### src/sv/bromm_pkg.sv
// ----------------------------------------------------------------------------
// Banked ROM mapper package
// Request kinds, mapper command codes, reset values and the request and
// response payload types shared by the mapper core and its parts.
// ----------------------------------------------------------------------------
package bromm_pkg;

   // Request kinds
   typedef enum logic [1:0] {
      KIND_WRITE    = 2'd0,
      KIND_TICK     = 2'd1,
      KIND_CPU_LOOK = 2'd2,
      KIND_PPU_LOOK = 2'd3
   } kind_type;

   // Mapper commands latched by a write below the data port
   localparam logic [3:0] CMD_WINDOW   = 4'h8;
   localparam logic [3:0] CMD_PRG_8000 = 4'h9;
   localparam logic [3:0] CMD_PRG_A000 = 4'hA;
   localparam logic [3:0] CMD_PRG_C000 = 4'hB;
   localparam logic [3:0] CMD_MIRROR   = 4'hC;
   localparam logic [3:0] CMD_IRQ_CTRL = 4'hD;
   localparam logic [3:0] CMD_CNT_LO   = 4'hE;
   localparam logic [3:0] CMD_CNT_HI   = 4'hF;

   // Address boundaries
   localparam logic [15:0] ADDR_DATA_PORT = 16'hA000;
   localparam logic [15:0] ADDR_IGNORED   = 16'hC000;
   localparam logic [15:0] ADDR_FIXED     = 16'hE000;
   localparam logic [15:0] ADDR_PRG       = 16'h8000;
   localparam logic [15:0] ADDR_WINDOW    = 16'h6000;
   localparam logic [15:0] ADDR_PPU_TOP   = 16'h2000;

   // Line counter
   localparam logic [15:0] LINE_CYCLES = 16'd114;
   localparam logic [15:0] CNT_RELOAD  = 16'hFFFF;

   // Reset values
   localparam logic [5:0] LAST_PRG_RESET = 6'd63;

   typedef struct packed {
      kind_type    kind;
      logic [15:0] address;
      logic [7:0]  data;
   } req_item_type;

   typedef struct packed {
      logic       irq;
      logic [7:0] bank;
      logic       ram_selected;
      logic [1:0] mirroring;
   } rsp_item_type;

endpackage

### src/sv/banked_rom_mapper_with_line_irq_core.sv
// ----------------------------------------------------------------------------
// Banked ROM mapper with line IRQ
// Cartridge bank mapper: command/data register writes, line-counted IRQ
// and CPU/PPU bank lookups, one response per request.
// ----------------------------------------------------------------------------
// Usage:
//   req_*  carries one request: kind (register write, line tick, CPU lookup,
//          PPU pattern lookup), a 16-bit address and a data byte.
//   rsp_*  returns exactly one response per request: irq pulse, bank number,
//          RAM select and the current mirroring mode, in request order.
//   csr_*  writes the fixed top program bank; it is always ready. Write it only
//          while no request is in flight; the block itself does not enforce it.
// Path: an accepted request is held in the request register, then applied
//   as it moves into the result register, which drives rsp_*.
// Throughput: one request per cycle while the receiver takes responses; a
//   request register feeds the mapper logic, whose response lands in a result register.
// Reset clears the mapper state, sets the top bank to 63 and empties both
//   registers. When the receiver stalls the response holds, the request
//   register still takes one more request, and req_ready then drops.
// ----------------------------------------------------------------------------
module banked_rom_mapper_with_line_irq_core (
   input  logic        clock,
   input  logic        reset,
   // request channel
   input  logic        req_valid,
   output logic        req_ready,
   input  logic [1:0]  req_kind,
   input  logic [15:0] req_address,
   input  logic [7:0]  req_data,
   // response channel
   output logic        rsp_valid,
   input  logic        rsp_ready,
   output logic        rsp_irq,
   output logic [7:0]  rsp_bank,
   output logic        rsp_ram_selected,
   output logic [1:0]  rsp_mirroring,
   // configuration write
   input  logic        csr_valid,
   output logic        csr_ready,
   input  logic [5:0]  csr_last_prg_bank
);

   logic                    in_valid_ff;
   bromm_pkg::req_item_type in_item_ff;
   logic                    rsp_valid_ff;
   bromm_pkg::rsp_item_type rsp_item_ff;
   bromm_pkg::rsp_item_type rsp_item_in;
   logic [5:0]              last_prg_ff;
   logic                    advance;

   // Move the held request on when the result register is free
   assign advance   = in_valid_ff && (!rsp_valid_ff || rsp_ready);
   assign req_ready = !in_valid_ff || advance;
   assign csr_ready = 1'b1;

   // Request register
   always_ff @(posedge clock) begin
      if (reset) begin
         in_valid_ff <= 1'b0;
      end else if (req_valid && req_ready) begin
         in_valid_ff <= 1'b1;
      end else if (advance) begin
         in_valid_ff <= 1'b0;
      end
   end

   always_ff @(posedge clock) begin
      if (req_valid && req_ready) begin
         in_item_ff.kind    <= bromm_pkg::kind_type'(req_kind);
         in_item_ff.address <= req_address;
         in_item_ff.data    <= req_data;
      end
   end

   // Fixed top bank
   always_ff @(posedge clock) begin
      if (reset) begin
         last_prg_ff <= bromm_pkg::LAST_PRG_RESET;
      end else if (csr_valid && csr_ready) begin
         last_prg_ff <= csr_last_prg_bank;
      end
   end

   bromm_map u_map (
      .clock         (clock),
      .reset         (reset),
      .fire          (advance),
      .item          (in_item_ff),
      .last_prg_bank (last_prg_ff),
      .result        (rsp_item_in)
   );

   // Result register: hold while stalled, drop once taken
   always_ff @(posedge clock) begin
      if (reset) begin
         rsp_valid_ff <= 1'b0;
      end else if (advance) begin
         rsp_valid_ff <= 1'b1;
      end else if (rsp_ready) begin
         rsp_valid_ff <= 1'b0;
      end
   end

   always_ff @(posedge clock) begin
      if (advance) begin
         rsp_item_ff <= rsp_item_in;
      end
   end

   assign rsp_valid        = rsp_valid_ff;
   assign rsp_irq          = rsp_item_ff.irq;
   assign rsp_bank         = rsp_item_ff.bank;
   assign rsp_ram_selected = rsp_item_ff.ram_selected;
   assign rsp_mirroring    = rsp_item_ff.mirroring;

endmodule

### src/sv/bromm_map.sv
// ----------------------------------------------------------------------------
// Banked ROM mapper state and lookup
// Holds the command latch, bank registers, mirroring, IRQ control and line
// counter; applies one request when told to and forms its response.
// ----------------------------------------------------------------------------
module bromm_map (
   input  logic                   clock,
   input  logic                   reset,
   input  logic                   fire,
   input  bromm_pkg::req_item_type item,
   input  logic [5:0]             last_prg_bank,
   output bromm_pkg::rsp_item_type result
);

   logic [3:0]       cmd_ff,       cmd_in;
   logic [7:0][7:0]  pat_ff,       pat_in;
   logic [3:0][5:0]  prg_ff,       prg_in;
   logic             ram_mode_ff,  ram_mode_in;
   logic [1:0]       mirror_ff,    mirror_in;
   logic [7:0]       irq_ctrl_ff,  irq_ctrl_in;
   logic [15:0]      cnt_ff,       cnt_in;

   // Work out next state and the response for the request in hand
   always_comb begin
      cmd_in       = cmd_ff;
      pat_in       = pat_ff;
      prg_in       = prg_ff;
      ram_mode_in  = ram_mode_ff;
      mirror_in    = mirror_ff;
      irq_ctrl_in  = irq_ctrl_ff;
      cnt_in       = cnt_ff;
      result       = '0;

      unique case (item.kind)
         bromm_pkg::KIND_WRITE: begin
            if (item.address < bromm_pkg::ADDR_DATA_PORT) begin
               cmd_in = item.data[3:0];
            end else if (item.address < bromm_pkg::ADDR_IGNORED) begin
               unique case (cmd_ff)
                  bromm_pkg::CMD_WINDOW: begin
                     if (item.data[6]) begin
                        ram_mode_in = 1'b1;
                     end else begin
                        ram_mode_in = 1'b0;
                        prg_in[0]   = item.data[5:0];
                     end
                  end
                  bromm_pkg::CMD_PRG_8000,
                  bromm_pkg::CMD_PRG_A000,
                  bromm_pkg::CMD_PRG_C000: begin
                     prg_in[cmd_ff[1:0]] = item.data[5:0];
                  end
                  bromm_pkg::CMD_MIRROR:   mirror_in   = item.data[1:0];
                  bromm_pkg::CMD_IRQ_CTRL: irq_ctrl_in = item.data;
                  bromm_pkg::CMD_CNT_LO:   cnt_in      = {cnt_ff[15:8], item.data};
                  bromm_pkg::CMD_CNT_HI:   cnt_in      = {item.data, cnt_ff[7:0]};
                  // pattern bank commands
                  default:                 pat_in[cmd_ff[2:0]] = item.data;
               endcase
            end
         end
         bromm_pkg::KIND_TICK: begin
            // when bit 7 enables it, count the line down; on expiry reload and flag if bit 0 is set
            if (irq_ctrl_ff[7]) begin
               if (cnt_ff < bromm_pkg::LINE_CYCLES) begin
                  result.irq = irq_ctrl_ff[0];
                  cnt_in     = bromm_pkg::CNT_RELOAD;
               end else begin
                  cnt_in = cnt_ff - bromm_pkg::LINE_CYCLES;
               end
            end
         end
         bromm_pkg::KIND_CPU_LOOK: begin
            if (item.address >= bromm_pkg::ADDR_FIXED) begin
               result.bank = {2'b00, last_prg_bank};
            end else if (item.address >= bromm_pkg::ADDR_PRG) begin
               result.bank = {2'b00, prg_ff[2'(item.address[14:13] + 2'd1)]};
            end else if (item.address >= bromm_pkg::ADDR_WINDOW) begin
               if (ram_mode_ff) begin
                  result.ram_selected = 1'b1;
               end else begin
                  result.bank = {2'b00, prg_ff[0]};
               end
            end
         end
         bromm_pkg::KIND_PPU_LOOK: begin
            if (item.address < bromm_pkg::ADDR_PPU_TOP) begin
               result.bank = pat_ff[item.address[12:10]];
            end
         end
         default: ;
      endcase

      // mirroring reflects the state after this request
      result.mirroring = mirror_in;
   end

   // Hold mapper state; advance it when a request is applied
   always_ff @(posedge clock) begin
      if (reset) begin
         cmd_ff      <= '0;
         pat_ff      <= '0;
         prg_ff      <= {6'd2, 6'd1, 6'd0, 6'd0};
         ram_mode_ff <= 1'b0;
         mirror_ff   <= '0;
         irq_ctrl_ff <= '0;
         cnt_ff      <= '0;
      end else if (fire) begin
         cmd_ff      <= cmd_in;
         pat_ff      <= pat_in;
         prg_ff      <= prg_in;
         ram_mode_ff <= ram_mode_in;
         mirror_ff   <= mirror_in;
         irq_ctrl_ff <= irq_ctrl_in;
         cnt_ff      <= cnt_in;
      end
   end

endmodule

### config.mk
export PLATFORM = sky130hd
export DESIGN_NAME = banked_rom_mapper_with_line_irq_core
export DESIGN_NICKNAME = d
export VERILOG_FILES = /design/src/sv/bromm_pkg.sv /design/src/sv/banked_rom_mapper_with_line_irq_core.sv /design/src/sv/bromm_map.sv
export SDC_FILE = /design/constraint.sdc
export NUM_CORES = 1
export LEC_CHECK = 0
export ABC_AREA = 1
export BUFFER_PORTS_ARGS = -buffer_cell sky130_fd_sc_hd__clkbuf_2
export CORE_MARGIN = 3
export CORE_UTILIZATION = 30
export DETAILED_ROUTE_END_ITERATION = 10
export MAX_ROUTING_LAYER = met4
export PLACE_DENSITY = 0.5
export SYNTH_ARGS = -nofsm -noshare
export SYNTH_HDL_FRONTEND = slang
export SYNTH_HIERARCHICAL = 1
export SYNTH_SLANG_ARGS = --single-unit
### constraint.sdc
create_clock -name clock -period 6.55 [get_ports clock]
set_input_delay 0.3275 -clock clock [delete_from_list [all_inputs] [get_ports clock]]
set_output_delay 0.3275 -clock clock [all_outputs]
set_load 0.1 [all_outputs]
; Word-level counts from Yosys, hierarchy flattened
; Index checks and enable logic that the tools add are counted.
[classes]
add_sub_neg = 2
eq_ne = 19
order_cmp = 13
reduce_logical = 25
n_mux = 34
bitwise = 4
[op_table]
columns = operator, count
row1 = bitwise mux 64 bit, 1
row2 = 2-to-1 mux 16 bit, 4
row3 = one-hot mux 16 bit (2 select lines), 2
row4 = 2-to-1 mux 8 bit, 5
row5 = == test 4 bit (second input constant), 8
row6 = greater-or-equal comparator 16 bit (second input constant), 2
row7 = < comparator 16 bit (second input constant), 2
row8 = binary-select mux 8 bit (select 3 bit), 1
row9 = bitwise mux 24 bit, 1
row10 = demux 8 bit (select 3 bit), 1
row11 = 2-to-1 mux 6 bit, 4
row12 = AND reduction 5 bit, 4
row13 = greater-or-equal comparator 16 x 15 -> 1 bit (second input constant), 1
row14 = < comparator 16 x 14 -> 1 bit (second input constant), 1
row15 = < comparator 16 x 7 -> 1 bit (second input constant), 1
row16 = one-hot mux 8 bit (2 select lines), 1
row17 = subtractor 16 x 7 -> 16 bit (second input constant), 1
row18 = AND reduction 7 bit, 2
row19 = binary-select mux 6 bit (select 2 bit), 1
row20 = demux 6 bit (select 2 bit), 1
row21 = inequality test 2 bit (second input constant), 6
row22 = one-hot mux 6 bit (2 select lines), 1
row23 = < comparator 3 x 4 -> 1 bit (second input constant), 2
row24 = 2-to-1 mux 2 bit, 4
row25 = 20 further kinds, 40
[totals]
regBits = 165
inputBits = 37
wordCells = 125
output_inout_bits = 15

; Logic depth before layout (Yosys ltp)
; Gate-level depths: netlist of the first run.
[depth]
depth_word = 6
depth_mapped = 11
ltp_nobuf = 10

; Hierarchy
; Netlist of the first run, hierarchy kept.
[by_module_without_submodules]
columns = module, cells_each, area_each_um2, n_inst, seq_area_each_um2
row1 = bromm_map, 934, 5920.7, 1, 2242.2
row2 = banked_rom_mapper_with_line_irq_core, 78, 1437.6, 1, 1301.2

; Worst setup path after synthesis of the first run
; OpenSTA, ideal clock, no wires.
[synth_timing]
kind = register to register
start = reg rsp_valid_ff, in the netlist rsp_valid
end = reg in_item_ff[0] in the netlist's numbering (enable)
setup_ps = 368
synth_period_minus_slack_ps = 2974
arrival_ps = 2605
setup_slack_ps = 3576
n_path_buf = 0
path_stages_with_launch = 4
required_time_ps = 6182
cell_sequence = dfxtp_1 nand3_1 nand2_1 inv_1
[synth_via]
elab_chain_len = 5
[synth_rtl]
columns = item, line
row1 = start: declaration, banked_rom_mapper_with_line_irq_core.sv:45  ; logic rsp_valid_ff;
row2 = start signal: assignment, banked_rom_mapper_with_line_irq_core.sv:96  ; rsp_valid_ff <= 1'b0;
row3 = start signal: assignment, banked_rom_mapper_with_line_irq_core.sv:98  ; rsp_valid_ff <= 1'b1;
row4 = start signal: assignment, banked_rom_mapper_with_line_irq_core.sv:100  ; rsp_valid_ff <= 1'b0;
row5 = logical NOT 1 bit, banked_rom_mapper_with_line_irq_core.sv:52  ; assign advance = in_valid_ff && (!rsp_valid_ff || rsp_ready);
row6 = logical OR 1 bit, banked_rom_mapper_with_line_irq_core.sv:52
row7 = logical AND 1 bit, banked_rom_mapper_with_line_irq_core.sv:52
row8 = logical OR 1 bit, banked_rom_mapper_with_line_irq_core.sv:53  ; assign req_ready = !in_valid_ff || advance;
row9 = net req_ready, banked_rom_mapper_with_line_irq_core.sv:26  ; output logic req_ready,
row10 = logical AND 1 bit, banked_rom_mapper_with_line_irq_core.sv:68  ; if (req_valid && req_ready) begin
row11 = end: declaration, banked_rom_mapper_with_line_irq_core.sv:44  ; bromm_pkg::req_item_type in_item_ff;
; The timed path passes the listed nets, and every way through them passes these cells.
; A chain may end at the register's enable or synchronous reset.

; Final worst setup path of the first run
[layout_timing]
start = reg in_item_ff[21] in the netlist's numbering
end = reg u_map/pat_ff[52] in the netlist's numbering
[layout_via]
elab_chain_len = 3
elab_cells_between_ends = 4
classes_between = 2 x order compare / 1 x bitwise / 1 x reduce/logical
[layout_rtl]
columns = item, line
row1 = < comparator 16 bit, bromm_map.sv:36  ; if (item.address < bromm_pkg::ADDR_DATA_PORT) begin
row2 = inverter 1 bit (no source line), --
row3 = AND reduction 5 bit (no source line) (*), --
row4 = end signal: assignment, bromm_map.sv:110  ; pat_ff <= pat_in;
row5 = end: declaration, bromm_map.sv:16  ; logic [7:0][7:0] pat_ff, pat_in;
; Mark *: on every way between the ends. The rest lies on a longest branch, timed or not.

==> reports/metrics.yaml, run 1 <==
placed_design:
  pre_cts_ws_ns: 3.55
  dp.cells: 1335
  hpwl_um: 13300
  io_buffers: 50
  place_congestion: 0.795
timing:
  relSlewSlack_pct: 25.0
  hold_viol: 0
  finClkSkew_ns: 0.0136
  maxSlewViolCount: 0
  rsz0062_at_grt: "no"
  post-route-min-period_ns: 3.03
  worst_slack_ns: 3.52
  worst_pin_slew_ns: 1.13
  fin_crit_sh_pct: 46.2
  finalSetupViolCount: 0
  tns_ns: 0
  max_freq_mhz: 331
worst_setup_path:
  criticalPathCategory: "reg2reg"
  rr_startpoint: "in_item_ff[21]"
  reg2reg_to: "u_map/pat_ff[52]"
  cpMostUsedCell: "nand2_1"
  crit_path_end_kind: "register"
  reg2reg_depth: 8
  r2r_slack_ns: 3.52
  max_stage_delay_ns: 0.84
  worstPathArrival_ns: 3.30
  start_kind: "register"
  slowest_stage: "edfxtp_1"
  worst-path-max-fanout: 37
  path_cells: "nor2_1 -> nor2_4 -> nand2_1 -> nor3_4 -> buf_4 -> nand2_1 -> nand2_1 -> a21oi_1"
  required_ns: 6.83
final_layout:
  drive_gt1_share_pct: 9.73
  seqCellArea_um2: 3540
  synthToLayoutAreaGrowth_pct: 15.1
  multi_input_area_um2: 3250
  layout.cells.non_filler: 1367
  num_antenna_cells: 0
  fillerInstances: 2497
  nNetsFinal: 1074
yosys:
  yosysMostFrequentCell: "nand2_1"
  async_flop_share_pct: 0
  avgSynthCellArea_um2: 7.27
  yosysSeqAreaShare_pct: 48.2
  synth_flop_cell: "dfxtp_1"
  synthTopCellsByArea: "dfxtp_1, edfxtp_1, nand2_1, a21oi_1, nor2_1"
  synth_fp_nets: 1051
  synth.distinct_cells: 30
  ys_warn_count: 6
  syn-instance-count: 1012
  yosys-top-cells-count: "nand2_1, a21oi_1, nor2_1"
  syn_area_um2: 7360
  yosys.area.top_type: "dfxtp_1"
  synth_top_cell_area_share_pct: 32.6
  ys_ff_latch: 158
  synth_edf_count: 38
global_routing:
  grt_pass1_wl_um: 32800
  grt_pass1_vias: 6017
  track_usage_pct: 16.4
  grt_max_degree: 62
  overflow: 0
  antenna_found_initial: 0
routing:
  route.detailed.drc: 0
  route.met2.wl_um: 9040
  wl_um: 20500
  via_per_inst: 4.81
  routedWlPerCell_um: 15.0
  dr.pass1.iters: 5
  drt-initial-drc-count: 492
  highest-signal-layer: "met4"
  dr_wl_met3_um: 900
  vias: 6581
  antenna_left: 0
  met1_length_um: 10200
cts:
  cts_buffer_depth: 2
  tritoncts: "done"
  postCtsHoldBufs: 0
  path_clk_slew_ns: 0.06
  clk_latency_ns: 0.43
  cts_max_level: 4
  cts_root_buf: "clkbuf_16"
  cts_resized: 0
  cts_buffers: 17
  post_cts_buffers: 0
  clkSinkCount: 158
die:
  fp.coreArea_um2: 23800
  die_area_um2: 26400
  initial_core_util_pct: 31.0
  io_pins: 52
  die_w_um: 163
  rows: 56
  die_y_um: 163
pwr:
  power_density_nw_per_um2: 271
  power_mw: 2.30
  power_leakage_nw: 3.43
  max-vdd-ir-drop_mv: 0.130
run:
  drv_cap: 0
worst_hold_path:
  min_from: "req_kind[0]"
  min_path_type: "in2reg"
  hold_end: "in_item_ff[24]"
  worstHoldPathCells: 1
status:
  status: "complete, no violations"
per-layer routing:
| metal | vias to the layer above | global-route usage (%) |
|---|---|---|
| met1 | 3026 | 22.7 |
| met5 | - | - |
| met2 | 143 | 24.0 |
| met3 | 24 | 3.64 |
| met4 | 0 | 4.88 |
| li1 | 3388 | - |
where the power goes:
part	internal, mW	switching (mW)
Sequential	1.02	0.0341
Combinational	0.0499	0.133
Clock	0.648	0.412
Total	1.72	0.579
cell families (layout without fill, tap and decap cells):
group / Yosys count / after routing / share of synthesized area, %
buffers and inverters: 144 / 180 / 7.82
DFF: 158 / 158 / 48.2
AOI/OAI and AO/OA: 230 / 230 / 16.2
other: 1 / 1 / 0.0510
and+or+nand+nor: 475 / 475 / 27.2
adders and majority gates: 2 / 2 / 0.340
xor gates and xnor gates: 2 / 2 / 0.238
worst max-delay path: cells and delay by family (launching register included):
kind,cells,cell delay [ns]
simple gates,6,1.47
flops,1,0.84
buf+inv,1,0.48
compound gates,1,0.06
placed cells by master, fill, tap and decap left out, types with 2 or more instances in the layout:
cell type,netlist,final
ha_1,2,2
edfxtp_1,38,38
nor3_1,21,21
o21ai_1,3,3
nand3_1,91,91
clkinvlp_4,0,2
o21ai_0,76,76
inv_2,3,3
clkbuf_2,0,50
inv_1,86,86
nand2_1,219,219
nand2_2,2,2
clkbuf_16,0,17
bufinv_16,0,4
clkinv_4,0,4
xor2_1,2,2
nand4_1,4,4
dfxtp_1,120,120
buf_4,4,7
o211ai_1,16,16
a21oi_1,133,132
clkinv_1,2,4
a31oi_1,2,2
nor2_1,126,126
nor2_2,3,3
nor2_4,2,2
nand3b_1,2,2
sequential cells by signal, summed over array words and instances (netlist names):
signal and cells:
u_map/pat_ff 64, rsp_valid 1, u_map/mirror_ff 2, u_map/cmd_ff 4, last_prg_ff 6, rsp_mirroring 2
u_map/irq_ctrl_ff 2, u_map/prg_ff 24, rsp_bank 8, in_item_ff 26, u_map/ram_mode_ff 1, rsp_irq 1
u_map/cnt_ff 15, in_valid_ff 1, rsp_ram_selected 1
how the worst max path moves through the flow:
stage | start | to | cells after the start
final | in_item_ff[21] | u_map/pat_ff[52] | 8
after global routing | in_item_ff[21] | u_map/pat_ff[41] | 8
after CTS | in_item_ff[21] | u_map/pat_ff[42] | 7
after detailed placement | in_item_ff[21] | u_map/pat_ff[42] | 7
after global placement | in_item_ff[21] | u_map/pat_ff[40] | 7
after floorplan | rsp_valid | in_item_ff[0] | 3
stage by stage:
stage               utilization, %  cell area, um2  hold WS [ns]
floorplan                        -            7360         0.397
global placement              33.0            7840         0.439
detailed placement            33.0            7840         0.443
CTS                           35.6            8470        0.0480
global route                  35.6            8470        0.0397
finish                        35.6            8470        0.0673
area by class of cell:
cell class,count,area share [%]
Multi-Input combinational cell,710,38.4
Sequential cell,158,41.9
Tap cell,319,4.71
Clock buffer,18,5.19
Clock inverter,14,2.26
Inverter,91,4.03
Timing Repair Buffer,57,3.58
No activity file was read; power rests on OpenSTA's default activity.
==> run 2: changes to the inputs <==
Settings changed: PLACE_DENSITY 0.5 to 0.52.
Clock period 6.55 ns to 2.7 ns, I/O delays scaled along.
==> run 2 against run 1 <==
Effect of this change:
- non-clock buffer count up 52
- die area stayed put
- cell area increased by 6.0%
- total power increased by 150%
- combinational power grew to 3.0 times the previous value
- global-route usage up 0.64 points
- worst hold slack worse by 0.044 ns
- clock-buffer cell count is 1 higher
- first-iteration DRC count is 13% higher
- fmax increased by 33%
- clock skew down 0.0026 ns
- register-to-register slack got worse by 3.1 ns
- critical endpoint is now rsp_bank[5]
- largest power group unchanged
- highest routed layer unchanged
==> reports/metrics.yaml, run 2 (synthesis gave the netlist of run 1 again) <==
timing:
  max_freq_mhz: 438  # +33%
  post-route-min-period_ns: 2.28  # -0.744 ns
  finalSetupViolCount: 0  # unchanged
  maxSlewViolCount: 0  # unchanged
  rsz0062_at_grt: "no"
  hold_viol: 0  # unchanged
  fin_crit_sh_pct: 84.5  # +38 points
  tns_ns: 0  # unchanged
  finClkSkew_ns: 0.0110  # -0.00259 ns
  relSlewSlack_pct: 41.6  # +17 points
  worst_pin_slew_ns: 0.876  # -0.249 ns
routing:
  routedWlPerCell_um: 15.3  # +1.6%
  wl_um: 21700  # +5.5%
  drt-initial-drc-count: 556  # +13%
  dr.pass1.iters: 5  # unchanged
  via_per_inst: 4.82  # about the same
  route.detailed.drc: 0  # unchanged
  vias: 6837  # +3.9%
  antenna_left: 0  # unchanged
pwr:
  power_density_nw_per_um2: 639  # +140%
  max-vdd-ir-drop_mv: 0.355  # +170%
  power_mw: 5.73  # +150%
  power_leakage_nw: 3.67  # +7.1%
cts:
  clk_latency_ns: 0.42  # about the same
  path_clk_slew_ns: 0.07  # about the same
  tritoncts: "done"
  cts_root_buf: "clkbuf_16"
  clkSinkCount: 158  # unchanged
  cts_buffers: 17  # unchanged
  cts_buffer_depth: 2  # unchanged
  cts_max_level: 4  # unchanged
  cts_resized: 0  # unchanged
  post_cts_buffers: 0  # unchanged
  postCtsHoldBufs: 34  # +34
die:
  initial_core_util_pct: 31.0  # unchanged
  die_area_um2: 26400  # unchanged
  fp.coreArea_um2: 23800  # unchanged
  die_y_um: 163  # unchanged
  rows: 56  # unchanged
  io_pins: 52  # unchanged
  die_w_um: 163  # unchanged
final_layout:
  num_antenna_cells: 0  # unchanged
  final_common_cell: "nand2_1"
  post-route-util_pct: 37.8  # +2.1 points
  drive_gt1_share_pct: 11.0  # +1.3 points
  largest_register_ffs: 64  # unchanged
  final_area_um2: 8970  # +6.0%
  layout_common_cells: "nand2_1, a21oi_1, nor2_1"
  synthToLayoutAreaGrowth_pct: 21.9
  largest-register: "u_map/pat_ff"
  layout.cells.non_filler: 1419  # +3.8%
  top_regs: "u_map/pat_ff: 64 flops, in_item_ff: 26 flops, u_map/prg_ff: 24 flops"
  nNetsFinal: 1126  # +4.8%
global_routing:
  grt_max_degree: 56  # -9.7%
  overflow: 0  # unchanged
  grt_pass1_wl_um: 34400  # +5.0%
  track_usage_pct: 17.0  # +0.64 points
  antenna_found_initial: 0  # unchanged
  grt_pass1_vias: 6448  # +7.2%
run:
  drv_cap: 0  # unchanged
placed_design:
  hpwl_um: 14100  # +5.5%
  io_buffers: 50  # unchanged
  place_congestion: 0.810  # +1.8%
  dp.cells: 1353  # +1.3%
  dpl_cell_area_um2: 7990  # +1.9%
worst_setup_path:
  worst-path-max-fanout: 12  # -68%
  start_kind: "register"
  criticalPathCategory: "reg2reg"
  required_ns: 2.87  # -3.96 ns
  worstPathArrival_ns: 2.45  # -0.85 ns
  crit_path_end_kind: "register"
status:
  status: "complete, no violations"
worst_hold_path:
  min_path_type: "in2reg"
## run 2: changes by cell type in the layout (fill, tap and decap cells not counted), moves of 2 or more
| cell | before | now |
|---|---|---|
| clkinv_1 | 4 | 2 |
| dlygate4sd3_1 | 0 | 34 |
| clkbuf_1 | 0 | 2 |
| inv_6 | 1 | 4 |
| clkinv_4 | 4 | 0 |
| buf_4 | 7 | 24 |
## run 2: cell type report
class / count / area (um2)
fill: 2531 / 14800
sequential: 158 / 3540
multi-input combinational: 710 / 3250
timing repair buffer: 109 / 791
clock buffer: 19 / 433
tap: 319 / 399
inverter: 91 / 342
clock inverter: 13 / 210
## run 2: metrics by stage
step | setup WS (ns) | hold WS (ns)
global placement | 0.462 | 0.312
CTS | 0.466 | 0.0111
detailed placement | 0.467 | 0.314
floorplan | 0.0546 | 0.204
global route | 0.218 | 0.0224
finish | 0.419 | 0.0235
## run 2: layer usage
| metal | track usage (%) | routed length, um | vias up |
|---|---|---|---|
| met2 | 26.1 | 9830 | 162 |
| met1 | 22.9 | 10400 | 3165 |
| met5 | - | 0 | - |
| met3 | 3.20 | 1050 | 24 |
| li1 | - | - | 3486 |
| met4 | 5.07 | 369 | 0 |
## run 2: power by group
group	switching, mW	internal [mW]	total [mW]	leakage [nW]
logic	0.380	0.167	0.547	2.02
registers	0.0447	2.47	2.52	1.34
clock network	1.01	1.65	2.66	0.309
total	1.44	4.29	5.73	3.67
## run 2: final timing paths
check / slack [ns] / cells after the start / end / from
worst min-delay path: 0.02 / 3 / last_prg_ff[4] / csr_valid
worst max-delay path: 0.42 / 9 / rsp_bank[5] / in_item_ff[20]
worst min register to register: 0.44 / 2 / u_map/prg_ff[23] / u_map/prg_ff[23]
worst max register to register: 0.42 / 9 / rsp_bank[5] / in_item_ff[20]
## run 2: worst max-delay path: stages (launching register included)
cell and delay (ns):
edfxtp_1 0.59, clkinv_1 0.39, nand3_1 0.24, nor2_1 0.10, nand2_1 0.06, nand2_1 0.23, nor2_1 0.19, nand2_1 0.10
nand2_1 0.08, nand2_1 0.05
==> run 3: changes to the inputs <==
Settings changed: ABC_AREA 1 to 0, PLACE_DENSITY 0.52 to 0.5.
Clock period 2.7 ns to 2.4 ns, I/O delays scaled along.
==> run 3 against run 2 <==
Effect of this change:
- combinational power shrank 25%
- critical path depth is the same
- total power grew 1.4%
- cell count shrank 22%
- largest power group is now registers
==> reports/metrics.yaml, run 3 <==
worst_hold_path:
  min_from: "csr_valid"
  worstHoldPathCells: 2  # -1
  min_path_type: "in2reg"
  hold_end: "last_prg_ff[3]"
yosys:
  async_flop_share_pct: 0  # unchanged
  synth.distinct_cells: 76  # +150%
  synth_edf_count: 38  # unchanged
  yosys-top-cells-count: "dfxtp_1, nor2_1, nand2_1"
  synth_flop_cell: "dfxtp_1"
  yosys.area.top_type: "dfxtp_1"
  synthTopCellsByArea: "dfxtp_1, edfxtp_1, mux2i_1, nor2_1, mux4_2"
  synth_top_cell_area_share_pct: 33.3  # +0.61 points
  yosysMostFrequentCell: "dfxtp_1"
  yosysSeqAreaShare_pct: 49.1  # +0.90 points
  syn_area_um2: 7220  # -1.8%
  ys_ff_latch: 158  # unchanged
  syn-instance-count: 701  # -31%
  avgSynthCellArea_um2: 10.3  # +42%
  ys_warn_count: 6  # unchanged
  synth_fp_nets: 740  # -30%
final_layout:
  top_regs: "u_map/pat_ff: 64 flops, in_item_ff: 26 flops, u_map/prg_ff: 24 flops"
  final_common_cell: "dfxtp_1"
  layout_common_cells: "dfxtp_1, nor2_1, nand2_1"
  num_antenna_cells: 0  # unchanged
  synthToLayoutAreaGrowth_pct: 20.5
  drive_gt1_share_pct: 20.7  # +9.7 points
  largest-register: "u_map/pat_ff"
  largest_register_ffs: 64  # unchanged
  layout.cells.non_filler: 1108  # -22%
  nNetsFinal: 815  # -28%
cts:
  cts_buffers: 17  # unchanged
  clk_latency_ns: 0.42  # about the same
  path_clk_slew_ns: 0.07  # about the same
  cts_root_buf: "clkbuf_16"
  clkSinkCount: 158  # unchanged
  cts_max_level: 4  # unchanged
  tritoncts: "done"
  cts_buffer_depth: 2  # unchanged
timing:
  worst_pin_slew_ns: 0.787  # -0.0890 ns
  post-route-min-period_ns: 2.22
  fin_crit_sh_pct: 92.4
  finalSetupViolCount: 0  # unchanged
  hold_ws_ns: 0.142  # +0.119 ns
  rsz0062_at_grt: "yes"
  finClkSkew_ns: 0.0133  # +0.00229 ns
  maxSlewViolCount: 0  # unchanged
  max_freq_mhz: 451
  relSlewSlack_pct: 47.6  # +5.9 points
  hold_viol: 0  # unchanged
worst_setup_path:
  crit_path_end_kind: "register"
  reg2reg_depth: 5  # -4
  slowest_stage: "dlygate4sd3_1"
  max_stage_delay_ns: 0.53  # -0.06 ns
  r2r_slack_ns: 0.23  # -0.19 ns
  required_ns: 2.69  # -0.18 ns
  critPathTopFamily: "simple AND/OR/NAND/NOR gates"
  path_cells: "dlygate4sd3_1 -> clkbuf_2 -> nand2b_1 -> and2_1 -> nor2b_1 -> and2_2 -> nand4_2 -> mux2i_1 -> nor2_1"
  rr_startpoint: "in_item_ff[22]"
  worst-path-max-fanout: 13  # +1
  worstPathArrival_ns: 2.51  # +0.06 ns
  start_kind: "input pin"
  criticalPathCategory: "in2reg"
  crit_buf_inv: 2  # +1
  reg2reg_to: "u_map/pat_ff[62]"
placed_design:
  dp.cells: 1041  # -23%
  io_buffers: 50  # unchanged
  place_congestion: 0.811  # +0.20%
  hpwl_um: 12100  # -14%
die:
  die_y_um: 161  # -0.89%
  die_area_um2: 26000  # -1.8%
  initial_core_util_pct: 30.7  # -0.30 points
  die_w_um: 161  # -0.89%
  rows: 56  # unchanged
  fp.coreArea_um2: 23500  # -0.88%
  io_pins: 52  # unchanged
routing:
  vias: 5309  # -22%
  via_per_inst: 4.79  # -0.55%
  route.detailed.drc: 0  # unchanged
  drt-initial-drc-count: 285  # -49%
  antenna_left: 0  # unchanged
  dr.pass1.iters: 5  # unchanged
  wl_um: 18900  # -13%
  routedWlPerCell_um: 17.0  # +12%
status:
  status: "complete, no violations"
pwr:
  max-vdd-ir-drop_mv: 0.452  # +28%
  power_density_nw_per_um2: 668  # +4.5%
  power_leakage_nw: 3.67  # +0.12%
global_routing:
  overflow: 0  # unchanged
  antenna_found_initial: 0  # unchanged
  grt_pass1_vias: 5236  # -19%
  track_usage_pct: 15.2  # -1.8 points
  grt_max_degree: 118  # +110%
  grt_pass1_wl_um: 29700  # -14%
run:
  drv_cap: 0  # unchanged
[run 3: cell count changes after synthesis, sizes merged, moves of 32 or more]
cell,before,now
a21oi,133,46
inv,89,17
mux2i,0,67
nand2,221,74
nand3,92,18
nor2,131,99
o21ai,79,8
[run 3: cells by family after synthesis]
logic type / share of synthesized area, %
fa+ha+maj: 0.346
flops: 49.1
simple gates: 18.1
mux: 16.1
compound gates: 10.6
xor+xnor: 0.970
other cells: 0.0519
buf+inv: 4.76
[run 3: what timing repair did]
item / in CTS / in global routing
hold buffers: 34 / 0
resized for setup: 2 / 1
buffers inserted: 0 / 1
pin swaps: 0 / 1
hold endpoints to repair: 34 / 0
endpoints found under the setup margin: 5 / 11
[run 3: per-layer routing]
metal	wire, um	GRT usage [%]	vias to the layer above
met4	240	4.61	0
li1	-	-	2656
met2	9060	23.7	80
met1	9100	20.3	2562
met3	461	2.72	11
met5	0	-	-
[run 3: stage by stage]
step                utilization [%]  TNS (ns)  power, mW  worst slack, ns  cell area, um2
finish                         37.0         0       5.81            0.182            8700
global route                   37.0  -0.00861       6.03         -0.00861            8700
CTS                            36.9         0       5.89           0.0792            8690
detailed placement             33.0   -0.0428       3.26          -0.0281            7770
global placement               33.0  -0.00905       3.26         -0.00905            7770
floorplan                         -         0       3.13           0.0154            7230
[run 3: final cells by class]
cell class | count | area (um2)
Clock inverter | 15 | 139
Inverter | 19 | 71.3
Sequential cell | 158 | 3540
Clock buffer | 17 | 425
Multi-Input combinational cell | 476 | 3350
Tap cell | 319 | 399
Timing Repair Buffer | 104 | 768
Fill cell | 2381 | 14800
[run 3: worst max path at each step]
stage                              start  slack (ns)          endpoint  depth (start not counted)
after floorplan                rsp_valid        0.02     in_item_ff[0]                          2
after global placement    in_item_ff[21]      -0.009       rsp_bank[4]                          5
after detailed placement  in_item_ff[21]       -0.03       rsp_bank[4]                          5
after CTS                 in_item_ff[21]        0.08       rsp_bank[4]                          5
after global routing           rsp_ready      -0.009  u_map/pat_ff[60]                          9
final                          rsp_ready        0.18  u_map/pat_ff[62]                          9
[run 3: power by group]
part	switching (mW)	total, mW	internal (mW)
sequential	0.0582	2.83	2.77
combinational	0.264	0.409	0.145
clock	1.13	2.57	1.44
total	1.45	5.81	4.36
